$ cat src/rtl/core/pvd_ram.sv
// Generic single write port, single read port RAM with registered read data.
// No dependencies.
module pvd_ram #(
  parameter int unsigned Width = 1,
  parameter int unsigned Depth = 16,
  localparam int unsigned Aw   = $clog2(Depth)
) (
  input  logic             clk_i,
  input  logic             we_i,
  input  logic [Aw-1:0]    waddr_i,
  input  logic [Width-1:0] wdata_i,
  input  logic [Aw-1:0]    raddr_i,
  output logic [Width-1:0] rdata_o
);

  logic [Width-1:0] mem [Depth];
  logic [Width-1:0] rdata_q;

  always_ff @(posedge clk_i) begin
    if (we_i) begin
      mem[waddr_i] <= wdata_i;
    end
    rdata_q <= mem[raddr_i];
  end

  assign rdata_o = rdata_q;

endmodule

$ cat config.mk
export PLATFORM = sky130hd
export DESIGN_NAME = pvd_ram
export DESIGN_NICKNAME = d
export VERILOG_FILES = /design/src/rtl/core/pvd_ram.sv
export SDC_FILE = /design/constraint.sdc
export NUM_CORES = 1
export LEC_CHECK = 0
export BUFFER_PORTS_ARGS = -buffer_cell sky130_fd_sc_hd__buf_2
export CORE_MARGIN = 2
export CORE_UTILIZATION = 44
export DETAILED_ROUTE_END_ITERATION = 16
export SETUP_SLACK_MARGIN = 0.2
export SLEW_MARGIN = 30
export SYNTH_ARGS = -nofsm -noshare
export SYNTH_HDL_FRONTEND = slang
export SYNTH_SLANG_ARGS = --single-unit
$ cat constraint.sdc
create_clock -name clk_i -period 3.22 [get_ports clk_i]
set_input_delay 0.644 -clock clk_i [delete_from_list [all_inputs] [get_ports clk_i]]
set_output_delay 0.644 -clock clk_i [all_outputs]
set_load 0.02 [all_outputs]
After elaboration in Yosys (flattened, before gate mapping)

Memories as Yosys holds them, arrays and structs flattened. A register that Yosys moved wholly into a read port is not among the register bits.
Cells that the tools add are included.

Memories kept: 1
Register bits: 0
Output and inout port bits: 1
Bits in writable memories: 16

Memory list:

| memory | depth | width | read ports | clocked after memory_dff | write ports | line | text |
|---|---|---|---|---|---|---|---|
| mem    | 16    | 1     | 1          | 1                        | 1           | 16   | `logic [Width-1:0] mem [Depth];` |

Multiplexer cells: 2

Operators by type and width:

| operator         | number |
|---|---|
| 2-to-1 mux 1 bit | 2 |

Depth between registers and ports, before layout

Depth in word-level cells: 2
Mapped depth: 3

Worst setup path before layout

Ideal clock, no wire load.

Path type: input -> register
Start point: in waddr_i[2]
End point: mem mem[0] (enable)
Required time: 2.908 ns
Arrival: 1.281 ns
Slack: 1.626 ns
Stages on the path: 2
Path buffers: 0
Library setup time: 0.312 ns
Path through: or3b_2 -> nor3_1

RTL lines:

| what        | line | text |
|---|---|---|
| from (decl) | 10   | `input logic [Aw-1:0] waddr_i,` |
| to (decl)   | 16   |  |

Straight into the memory's write port.

Final worst setup path

Start point: in waddr_i[2]
End point: mem mem[0] (enable)

Straight into the memory's write port.

==> summary.md <==
| Metric | Value |
|---|---|
| Via Count | `445` |
| RSZ-0062 raised after global routing | `false` |
| Sw power | `82.6 uW` |
| Slew headroom | `0.833` |
| Worst clock skew | `0.00215 ns` |
| Vias in the first global route | `462` |
| Syn avg cell area | `15.9 um2` |
| Int Pwr | `310 uW` |
| Row count | `14` |
| Tot GR Track Use | `0.148` |
| Synth Area in Compound Gates | `0` |
| Setup-failing EPs final | `0` |
| Max_cap viols | `0` |
| Initial Utilization | `0.484` |
| Post-synth EDFFs | `16` |
| Iter 0 DRT Violations | `13` |
| Endpoints failing hold | `0` |
| Clock power share | `0.280` |
| CP Data Required Time | `3.21 ns` |
| Xor-xnor portion of the synthesized cell area | `0` |
| Final Non-Filler Cells | `78` |
| Switching Fraction | `0.210` |
| Seq cells post-synth | `17` |
| Initial antenna violation count | `0` |
| Min Tclk post-route | `1.45 ns` |
| TritonCTS clock tree | `done` |
| Total Routed Length | `1.23 mm` |
| Critical R2R Launch | `mem[8]` |
| CP Launch Type | `primary input` |
| Via density | `5.71` |
| Largest net degree at the start of global routing | `17` |
| Chip width | `45.2 um` |
| CTS Sinks | `17` |
| Leading area contributor after synthesis | `edfxtp_1` |
| Min-delay src | `raddr_i[2]` |
| I/O pin cnt | `12` |
| CP cell instances | `buf_2 -> or3b_2 -> nor3_1` |
| Sequential area share after synthesis | `0.671` |
| Grt total ovfl | `0` |
| Die Span Y | `45.2 um` |
| Register share of total power | `0.632` |
| Pre-antenna DRT Iters | `4` |
| Hpwl dp | `918 um` |
| Critical Path Start | `waddr_i[2]` |
| Post-Synthesis Cells | `47` |
| # nets final | `74` |
| Post-Syn Nets | `58` |
| Share of the synthesized area in the top cell type | `0.644` |
| Hold Crit Class | `primary input to register` |
| Layout cell share with drive strength beyond 1 | `0.242` |
| Arr. time, crit path | `1.44 ns` |
| Max VDD drop | `299 uV` |
| Slowest stage cell on the critical path | `or3b_2` |
| Slew at the pin closest to its max-slew limit | `0.250 ns` |
| Power density cells | `464 nW/um2` |
| WL per Instance | `15.8 um` |
| Synth Area in Simple Gates | `0.148` |
| Ys async rst share | `0` |
| Post-Synth Adder-Cell Area | `0` |
| Cts hold-fix bufs | `0` |
| Area Overhead vs Synth | `13.6%` |
| Netlist cell types | `11` |
| Root Buffer | `clkbuf_4` |
| Post-cts sizing count | `0` |
| Inserted Clock Buffers | `3` |
| P_leak | `0.303 nW` |
| CTS max path bufs | `2` |
| Diode count | `0` |
| Die area | `2040 um2` |
| Clock slew seen by the registers of the worst setup and hold paths | `0.09 ns` |
| Mux cell area share after synthesis | `0.181` |
| Most common cell in the netlist | `edfxtp_1` |
| Max Freq | `690 MHz` |
| Max-slew violations | `0` |
| Main combinational cell family by area after synthesis | `multiplexers` |
| Mapped Area | `746 um2` |
| Post-route DRC | `0` |
| Combinational share of power | `0.088` |
| Synth top area cells | `edfxtp_1 64%, mux4_1 14%, nor2_1 6.0%` |
| Final setup TNS | `0 ns` |
| CTS H-tree lvls | `1` |
| First-pass GRT wire length | `2.04 mm` |
| Top_reg_cell synth | `edfxtp_1` |
| Max incr delay on CP | `0.51 ns` |
| Yosys warns | `0` |
| GP Congestion | `0.703` |
| Port Buffer Count | `11` |
| Critical path class | `primary input to register` |
| Synth cell count leaders | `16 x edfxtp_1, 12 x nor2_1, 4 x mux4_1, 4 x nor3_1, 3 x mux2i_1` |
| Crit path max fanout | `4` |
| Final period util | `0.450` |
| CP endpoint kind | `register` |
| Post-Place Cells | `74` |
| Status | `finished, final reports clean` |
| Core ar. | `1540 um2` |
| Post-DRT Antenna Nets | `0` |
| Setup Buffers After CTS | `0` |
| Skew-Pair Late Insertion Delay | `0.28 ns` |
## state kept, by name, summed over array words and instances (netlist names)
name / flops
rdata_o: 1
mem: 16
## worst max-delay path, delay by kind of cell
kind                   cells  cell delay, ns
AND/OR/NAND/NOR            2            0.68
buffers and inverters      1            0.11
## cell type report
class	instances	area, um2
fill	132	694
clock buffer	4	26.3
sequential	17	500
tap	16	20.0
timing repair buffer	11	55.1
multi-input combinational	30	245
## worst paths after layout
path / cells after the start / end / slack [ns]
setup / recovery: 3 / mem[0] / 1.77
hold / removal: 2 / rdata_o / 0.55
setup reg to reg: 3 / rdata_o / 1.99
hold reg to reg: 3 / rdata_o / 0.74
## power by group through the flow
stage | logic, mW | clock network, mW | registers, mW
3_5_place_dp | 0.0350 | 0 | 0.254
5_1_grt | 0.0380 | 0.122 | 0.249
2_1_floorplan | 0.0152 | 0 | 0.255
3_3_place_gp | 0.0339 | 0 | 0.254
4_1_cts | 0.0351 | 0.112 | 0.248
6_report | 0.0346 | 0.110 | 0.248
## per-stage QoR
step / utilization / power, mW / worst slack, ns / hold slack, ns / instance area [um2]
floorplan: - / 0.270 / 1.63 / 0.686 / 746
global placement: 0.532 / 0.287 / 1.47 / 0.709 / 821
detailed placement: 0.532 / 0.289 / 1.46 / 0.737 / 821
CTS: 0.550 / 0.395 / 1.77 / 0.553 / 847
global route: 0.550 / 0.408 / 1.73 / 0.551 / 847
finish: 0.550 / 0.393 / 1.77 / 0.550 / 847
## placed cells by master, fill, tap and decap left out
cell	instances
nand2b_1	2
dfxtp_1	1
or3b_2	1
nand3_1	1
mux4_1	4
nor3_1	4
nor2_1	12
nand3b_1	2
mux2i_1	3
buf_2	11
clkbuf_4	3
nand2_1	1
clkbuf_1	1
edfxtp_1	16
## logic make-up (layout without fill, tap and decap cells)
group / Yosys count / after routing
and+or+nand+nor: 23 / 23
DFF: 17 / 17
buffers and inverters: 0 / 15
muxes: 7 / 7
## per-layer routing
layer  up-vias  GRT usage  wire length (um)
li1        217          -                 -
met1       204      0.182               565
met2        20      0.246               567
met3         4     0.0240                73
met4         0     0.0882                26
met5         -          0                 0
Note: power is estimated with default switching activity, not from simulation.
