### config.mk
export PLATFORM = sky130hd
export DESIGN_NAME = pvd_seq
export DESIGN_NICKNAME = d
export VERILOG_FILES = /design/src/rtl/core/pvd_pkg.sv /design/src/rtl/core/pvd_seq.sv
export SDC_FILE = /design/constraint.sdc
export NUM_CORES = 1
export LEC_CHECK = 0
export BUFFER_PORTS_ARGS = -buffer_cell sky130_fd_sc_hd__buf_2
export CAP_MARGIN = 40
export CORE_ASPECT_RATIO = 1.25
export CORE_MARGIN = 2
export CORE_UTILIZATION = 39
export DETAILED_ROUTE_END_ITERATION = 8
export SLEW_MARGIN = 20
export SYNTH_ARGS = -nofsm -noshare
export SYNTH_HDL_FRONTEND = slang
export SYNTH_SLANG_ARGS = --single-unit
### constraint.sdc
create_clock -name clk_i -period 9.03 [get_ports clk_i]
set_input_delay 2.709 -clock clk_i [delete_from_list [all_inputs] [get_ports clk_i]]
set_output_delay 2.709 -clock clk_i [all_outputs]
set_load 0.01 [all_outputs]
### src/rtl/core/pvd_pkg.sv
// Package for the patch vertex dedup core: sizes, memory port structs,
// the result word type and its packing helper. No dependencies.
package pvd_pkg;

  localparam int unsigned VertexCapacity = 65536;
  localparam int unsigned PatchListDepth = 1024;
  localparam int unsigned NumCorners     = 3;

  localparam int unsigned VertexW = 16;
  localparam int unsigned TotalW  = 11;
  localparam int unsigned CountW  = 2;
  localparam int unsigned SeenAw  = $clog2(VertexCapacity);
  localparam int unsigned ListAw  = $clog2(PatchListDepth);
  localparam int unsigned FillW   = $clog2(PatchListDepth + 1);

  typedef logic [VertexW-1:0] vertex_t;

  typedef struct packed {
    logic              we;
    logic [SeenAw-1:0] waddr;
    logic              wdata;
    logic [SeenAw-1:0] raddr;
  } seen_req_t;

  typedef struct packed {
    logic              we;
    logic [ListAw-1:0] waddr;
    vertex_t           wdata;
    logic [ListAw-1:0] raddr;
  } list_req_t;

  typedef struct packed {
    logic [CountW-1:0] count;
    vertex_t           vtx0;
    vertex_t           vtx1;
    vertex_t           vtx2;
    logic              done;
    logic [TotalW-1:0] total;
    logic              ovf;
  } result_t;

  function automatic result_t pvd_pack(logic [CountW-1:0] count, vertex_t v0, vertex_t v1,
                                       vertex_t v2, logic done, logic [FillW-1:0] fill,
                                       logic ovf);
    result_t r;
    r.count = count;
    r.vtx0  = v0;
    r.vtx1  = v1;
    r.vtx2  = v2;
    r.done  = done;
    r.total = TotalW'(fill);
    r.ovf   = ovf;
    return r;
  endfunction

endpackage

### src/rtl/core/pvd_seq.sv
// Sequencer for the dedup core: checks one corner per cycle against the seen
// bitmap, fills the patch list and walks it back at patch end.
// Depends on pvd_pkg.
module pvd_seq (
  input  logic                clk_i,
  input  logic                rst_ni,
  input  logic                in_valid_i,
  output logic                in_ready_o,
  input  pvd_pkg::vertex_t    corner_a_i,
  input  pvd_pkg::vertex_t    corner_b_i,
  input  pvd_pkg::vertex_t    corner_c_i,
  input  logic                last_i,
  output pvd_pkg::seen_req_t  seen_req_o,
  input  logic                seen_rdata_i,
  output pvd_pkg::list_req_t  list_req_o,
  input  pvd_pkg::vertex_t    list_rdata_i,
  input  logic                out_free_i,
  output logic                res_valid_o,
  output pvd_pkg::result_t    res_o
);
  import pvd_pkg::*;

  localparam logic [2:0] StIdle = 3'd0;
  localparam logic [2:0] StInit = 3'd1;
  localparam logic [2:0] StChk  = 3'd2;
  localparam logic [2:0] StPost = 3'd3;
  localparam logic [2:0] StWalk = 3'd4;

  localparam logic [1:0] LastCorner = 2'(NumCorners - 1);

  logic [2:0]        state_q, state_d;
  logic [SeenAw-1:0] clr_q, clr_d;
  logic [1:0]        k_q, k_d;
  vertex_t           corner_q [NumCorners];
  logic              last_q;
  vertex_t           fresh_q [NumCorners];
  vertex_t           fresh_d [NumCorners];
  logic [CountW-1:0] count_q, count_d;
  logic [FillW-1:0]  fill_q, fill_d;
  logic              ovf_q, ovf_d;
  logic              mark_q, mark_d;
  vertex_t           mark_v_q, mark_v_d;
  logic [FillW-1:0]  walk_q, walk_d;
  logic              pend_q, pend_d;

  vertex_t cur_v;
  logic    in_rng;
  logic    seen_bit;
  logic    accept;

  assign accept = in_valid_i && in_ready_o;
  assign cur_v  = corner_q[k_q];
  assign in_rng = 32'(cur_v) < VertexCapacity;
  // previous corner was marked last cycle; the RAM read returned old data
  assign seen_bit = seen_rdata_i || (mark_q && (cur_v == mark_v_q));

  always_comb begin
    state_d    = state_q;
    clr_d      = clr_q;
    k_d        = k_q;
    fresh_d    = fresh_q;
    count_d    = count_q;
    fill_d     = fill_q;
    ovf_d      = ovf_q;
    mark_d     = mark_q;
    mark_v_d   = mark_v_q;
    walk_d     = walk_q;
    pend_d     = 1'b0;
    in_ready_o = 1'b0;
    res_valid_o = 1'b0;
    res_o = pvd_pack(count_q, fresh_q[0], fresh_q[1], fresh_q[2], last_q, fill_q, ovf_q);

    seen_req_o.we    = 1'b0;
    seen_req_o.waddr = SeenAw'(cur_v);
    seen_req_o.wdata = 1'b1;
    seen_req_o.raddr = SeenAw'(corner_q[(k_q == LastCorner) ? k_q : k_q + 2'd1]);
    list_req_o.we    = 1'b0;
    list_req_o.waddr = ListAw'(fill_q);
    list_req_o.wdata = cur_v;
    list_req_o.raddr = ListAw'(walk_q);

    case (state_q)
      StInit: begin
        seen_req_o.we    = 1'b1;
        seen_req_o.waddr = clr_q;
        seen_req_o.wdata = 1'b0;
        clr_d = clr_q + 1'b1;
        if (clr_q == SeenAw'(VertexCapacity - 1)) begin
          state_d = StIdle;
        end
      end
      StIdle: begin
        in_ready_o       = 1'b1;
        seen_req_o.raddr = SeenAw'(corner_a_i);
        if (in_valid_i) begin
          for (int i = 0; i < NumCorners; i++) begin
            fresh_d[i] = '0;
          end
          count_d = '0;
          k_d     = '0;
          mark_d  = 1'b0;
          state_d = StChk;
        end
      end
      StChk: begin
        mark_d = 1'b0;
        if (in_rng && !seen_bit) begin
          for (int i = 0; i < NumCorners; i++) begin
            if (count_q == 2'(i)) begin
              fresh_d[i] = cur_v;
            end
          end
          count_d = count_q + 1'b1;
          if (fill_q < FillW'(PatchListDepth)) begin
            list_req_o.we = 1'b1;
            seen_req_o.we = 1'b1;
            fill_d   = fill_q + 1'b1;
            mark_d   = 1'b1;
            mark_v_d = cur_v;
          end else begin
            ovf_d = 1'b1;
          end
        end
        if (k_q == LastCorner) begin
          walk_d = '0;
          if (out_free_i) begin
            res_valid_o = 1'b1;
            res_o = pvd_pack(count_d, fresh_d[0], fresh_d[1], fresh_d[2], last_q, fill_d,
                             ovf_d);
            state_d = last_q ? StWalk : StIdle;
          end else begin
            state_d = StPost;
          end
        end else begin
          k_d = k_q + 1'b1;
        end
      end
      StPost: begin
        if (out_free_i) begin
          res_valid_o = 1'b1;
          state_d = last_q ? StWalk : StIdle;
        end
      end
      StWalk: begin
        // the list read is issued the cycle before the bitmap clear that uses its data
        if (pend_q) begin
          seen_req_o.we    = 1'b1;
          seen_req_o.waddr = SeenAw'(list_rdata_i);
          seen_req_o.wdata = 1'b0;
        end
        if (walk_q < fill_q) begin
          walk_d = walk_q + 1'b1;
          pend_d = 1'b1;
        end else if (!pend_q) begin
          fill_d  = '0;
          ovf_d   = 1'b0;
          state_d = StIdle;
        end
      end
      default: begin
        state_d = StIdle;
      end
    endcase
  end

  always_ff @(posedge clk_i or negedge rst_ni) begin
    if (!rst_ni) begin
      state_q <= StInit;
      clr_q   <= '0;
      k_q     <= '0;
      count_q <= '0;
      fill_q  <= '0;
      ovf_q   <= 1'b0;
      mark_q  <= 1'b0;
      walk_q  <= '0;
      pend_q  <= 1'b0;
    end else begin
      state_q <= state_d;
      clr_q   <= clr_d;
      k_q     <= k_d;
      count_q <= count_d;
      fill_q  <= fill_d;
      ovf_q   <= ovf_d;
      mark_q  <= mark_d;
      walk_q  <= walk_d;
      pend_q  <= pend_d;
    end
  end

  always_ff @(posedge clk_i) begin
    fresh_q  <= fresh_d;
    mark_v_q <= mark_v_d;
    if (accept) begin
      corner_q[0] <= corner_a_i;
      corner_q[1] <= corner_b_i;
      corner_q[2] <= corner_c_i;
      last_q      <= last_i;
    end
  end

  a_fill_bound: assert property (@(posedge clk_i) disable iff (!rst_ni)
    fill_q <= FillW'(PatchListDepth))
    else $error("patch list fill beyond depth");

  a_post_free: assert property (@(posedge clk_i) disable iff (!rst_ni)
    res_valid_o |-> out_free_i)
    else $error("result posted into a full output register");

  a_three_cycles: assert property (@(posedge clk_i) disable iff (!rst_ni)
    accept |-> ##3 (state_q == StChk && k_q == LastCorner))
    else $error("corner checks did not reach the last corner in three cycles");

  a_walk_clears: assert property (@(posedge clk_i) disable iff (!rst_ni)
    (state_q == StWalk && seen_req_o.we) |-> (!seen_req_o.wdata && $past(walk_q) < fill_q))
    else $error("bad bitmap write during list walk");

endmodule

[After elaboration in Yosys (flattened, before gate mapping)]
Memory sizes are Yosys's and may differ from the RTL's.
Index checks and enable logic that the tools add are counted.
W data, S select, Z words.
Word-level totals
  register bits: 113
  memory bits (writable): 48
  input port bits: 70
  logic and storage cells: 104
  memories: 1
Cells by class
  add/subtract/negate cells: 5
  order comparisons: 2
  equality and inequality tests: 16
  muxes and demuxes: 53
  bitwise gates (word level): 1
  reductions and logical operators: 12
Memory list
  corner_q: words 3, width 16, rd ports 2, clocked after Yosys merged registers in 0, wr ports 3, line pvd_seq.sv:34  | vertex_t corner_q [NumCorners];
Operators by type and width (number)
  $mux W63: 3
  $mux W48: 2
  $pmux W48 S2: 1
  $mux W11: 6
  $mux W16: 4
  $pmux W11 S2: 2
  $pmux W17 S2: 1
  $mux W3: 8
  $add A11 B1 Y11 const B: 2
  $mux W18: 1
  $add A16 B1 Y16 const B: 1
  $eq A16 B16 Y1: 1
  $eq A16 B16 Y1 const B: 1
  $mux W1: 15
  $pmux W3 S5: 1
  $ne A2 B2 Y1 const B: 7
  $lt A11 B11 Y1: 1
  $lt A11 B11 Y1 const B: 1
  $reduce_and A3 Y1: 3
  $pmux W2 S2: 2
  $eq A3 B2 Y1 const B: 2
  $mux W2: 3
  $pmux W1 S2: 3
  $reduce_and A6 Y1: 1
  other kinds (13): 17

[Logic depth before layout (Yosys ltp)]
An unclocked memory read counts as a cell.
  word-level depth: 8
  gate-level depth with buffers: 11

[Least setup slack after synthesis]
OpenSTA, ideal clock, no wires.
  path kind: in2out
  start: input port seen_rdata_i
  end: output port list_req_o[36] (netlist name)
  data arrival time: 4.280 ns
  data required time: 6.321 ns
  slack: 2.041 ns
  stages: 5
  cell sequence: clkbuf_1 > nor2_1 > nand2_1 > nor2_1 > buf_4
RTL lines
  start: declaration: line pvd_seq.sv:14  | input logic seen_rdata_i,
  end: declaration: line pvd_seq.sv:15  | output pvd_pkg::list_req_t list_req_o,

==> metrics.md <==
| Metric | Value |
|---|---|
| Max_cap viols | 0 |
| Delay-heaviest family, CP | simple AND/OR/NAND/NOR gates |
| Clock sinks | 161 |
| TritonCTS clock tree | done |
| Post-synth top area share | 0.363 |
| Largest net degree at the start of global routing | 74 |
| Synth Flop Type | edfxtp_1 |
| Cells on worst reg2reg path | 8 |
| Sequential share of the synthesized area | 0.492 |
| Mean Syn Cell Area | 10.8 sq um |
| Most frequent CP cell | buf_2 |
| Pins over their slew limit | 0 |
| # fillers | 2225 |
| Critical hold path startpoint | clr_q[6]$_DFFE_PN0N_ |
| Setup Buffers After CTS | 0 |
| Die W | 142 um |
| Yosys reg bits | 161 |
| Highest Clock Rate | 0.138 GHz |
| Root buffer selected by CTS | clkbuf_16 |
| Area growth syn-to-layout | 18.5% |
| Layout Skew | 16.2 ps |
| Core Area | 23600 sq um |
| DIE AREA | 25200 sq um |
| Worst Path Arrival | 4540 ps |
| Worst Tran Pin Value | 778 ps |
| RSZ-0062 raised after global routing | false |
| Layout cell share with drive strength beyond 1 | 0.328 |
| Max VDD drop | 160 uV |
| IO Pins | 206 |
| Largest stage delay on the critical path | 620 ps |
| Crit end category | output port |
| Final nets | 1125 |
| Syn Std Cell Area | 9350 sq um |
| RR Endpoint | fresh_q[41]$_SDFFCE_PN0P_ |
| H-tree Lvls | 4 |
| Clock Pin Slew Worst Setup and Hold Paths | 70 ps |
| GP Congestion | 0.813 |
| Skew-Pair Late Insertion Delay | 430 ps |
| Synth async-reset ratio | 0.298 |
| ANT nets after route | 0 |
| Slew margin rel. | 0.481 |
| Gr usage total | 0.201 |
| Worst hold-check path type | reg -> reg |
| Initial Util | 0.395 |
| Startpoint Class | input pin |
| CTS Buf Count | 17 |
| Post-synthesis cell type count | 65 |
| # setup viols final | 0 |
| Post-synth EDFFs | 113 |
| Vias in the first global route | 7060 |
| CP Class | in -> out |
| Critical Path RT | 6320 ps |
| # diodes | 0 |
| Post-Syn Instances | 866 |
| Flop2flop setup slack | 5450 ps |
| First-pass GRT wire length | 39100 um |
| Hold Buf Count CTS | 0 |
| Synth cell count leaders | nand2_1 (156), edfxtp_1 (113), mux2i_1 (76) |
| Overall Power | 3.96 mW |
| Worst Hold Depth | 1 |
| CTS max path bufs | 2 |
| Vias | 7096 |
| First-pass DRT Iterations | 5 |
| CTS-repair resized insts | 0 |
| Static Leak | 4.92 nW |
| Rows | 63 |
| Final hold violation count | 0 |
| Footprint of the multi-input gates | 4280 sq um |
| WL per Instance | 18.7 um |
| Fin crit share | 0.803 |
| Fin crit period | 7250 ps |
| Drt via density | 5.29 |
| Count leader, synth | nand2_1 |
| Initial antenna violation count | 0 |
| Port Buffers | 205 |
| DIE HEIGHT | 177 um |
| Number of DRC markers in iteration 0 | 543 |
| Synth area leaders | edfxtp_1 (36%), dfrtp_1 (13%), mux2i_1 (8.1%), mux2_2 (7.1%), nand2_1 (6.3%) |
| Crit-path cells | buf_2, and2_1, nand4_2, mux2_2, buf_2 |
| Global route overflow | 0 |
| DRC Markers | 0 |
| Hpwl dp | 17800 um |
| FF-to-FF Start | k_q[0]$_DFFE_PN0P_ |
| Crit path max fanout | 16 |
| Status | complete, no violations |
| TNS Setup | 0 ps |
| WHS Endpoint | clr_q[6]$_DFFE_PN0N_ |
| Total detailed-routing wirelength | 25100 um |
| Worst Path Buf+Inv | 2 |
| Storage element area | 4600 sq um |
| Slowest stage cell on the critical path | nand4_2 |
| Pwr/cell area | 358 nW/um^2 |
| Leading area contributor after synthesis | edfxtp_1 |
| Synthesized Nets | 954 |
| Warning count from the yosys run | 0 |
## cells in the final DEF (no fill, tap or decap), drive strengths merged, types with 7 or more instances in the layout
cell type / instances
nand4: 21
and3: 7
nand2: 157
inv: 31
buf: 220
xor2: 21
ha: 18
xnor2: 24
a21oi: 21
nand3: 14
mux2i: 76
mux2: 62
dfrtp: 47
o21ai: 37
edfxtp: 113
o31ai: 8
nor2: 51
nor3: 11
a22oi: 20
clkbuf: 18
## how the worst max path moves through the flow
stage                       startpoint             end  slack, ps  cells past startpoint
final                       out_free_i       res_o[36]       1780                      5
after detailed placement    out_free_i       res_o[36]       1810                      5
after floorplan           seen_rdata_i  list_req_o[36]       2040                      5
after global placement      out_free_i       res_o[34]       1850                      5
after global routing        out_free_i       res_o[37]       1690                      5
after CTS                   out_free_i       res_o[36]       1780                      5
## final cells by class
class	count	area share
Clock buffer	18	0.0388
Inverter	24	0.00814
Multi-Input combinational cell	613	0.387
Timing Repair Buffer	220	0.106
Clock inverter	14	0.0127
Sequential cell	161	0.415
Tap cell	292	0.0330
## where the power goes
| part | total (mW) | switching [mW] | internal (mW) |
|---|---|---|---|
| Clock | 0.702 | 0.334 | 0.368 |
| Sequential | 1.32 | 0.190 | 1.13 |
| Combinational | 1.94 | 1.19 | 0.749 |
## flip-flops by register name, indices dropped and copies added, names as in the netlist
signal and cells:
mark_q 1, fresh_q 48, walk_q 11, k_q 2, count_q 2, fill_q 11, clr_q 16, last_q 1
ovf_q 1, state_q 3, mark_v_q 16, corner_q 48, pend_q 1
## cells by family (layout without fill, tap and decap cells)
group / count (synthesis) / after routing / synth area share
XOR/XNOR: 45 / 45 / 0.0422
flip-flops: 161 / 161 / 0.492
buffers and inverters: 92 / 276 / 0.0525
adder cells (fa/ha/maj): 18 / 18 / 0.0241
AO/OA/AOI/OAI: 121 / 121 / 0.0877
multiplexers: 138 / 138 / 0.157
AND/OR/NAND/NOR: 291 / 291 / 0.144
## metrics by stage
stage | cell area [sq um] | worst slack, ps | instances | hold WS [ps] | utilization
finish | 11100 | 1780 | 1342 | 503 | 0.468
global route | 11100 | 1690 | 1342 | 510 | 0.468
CTS | 11100 | 1780 | 1342 | 500 | 0.468
detailed placement | 10500 | 1810 | 1310 | 488 | 0.444
global placement | 10400 | 1850 | 1305 | 486 | 0.441
floorplan | 9350 | 2040 | 866 | 458 | -
## layer usage
layer,up-vias,GRT usage,wire length (um)
met3,39,0.0373,1260
li1,3459,-,-
met5,-,0,0
met4,0,0.0751,728
met2,232,0.340,12300
met1,3366,0.256,10800
Note: power is estimated with default switching activity, not from simulation.
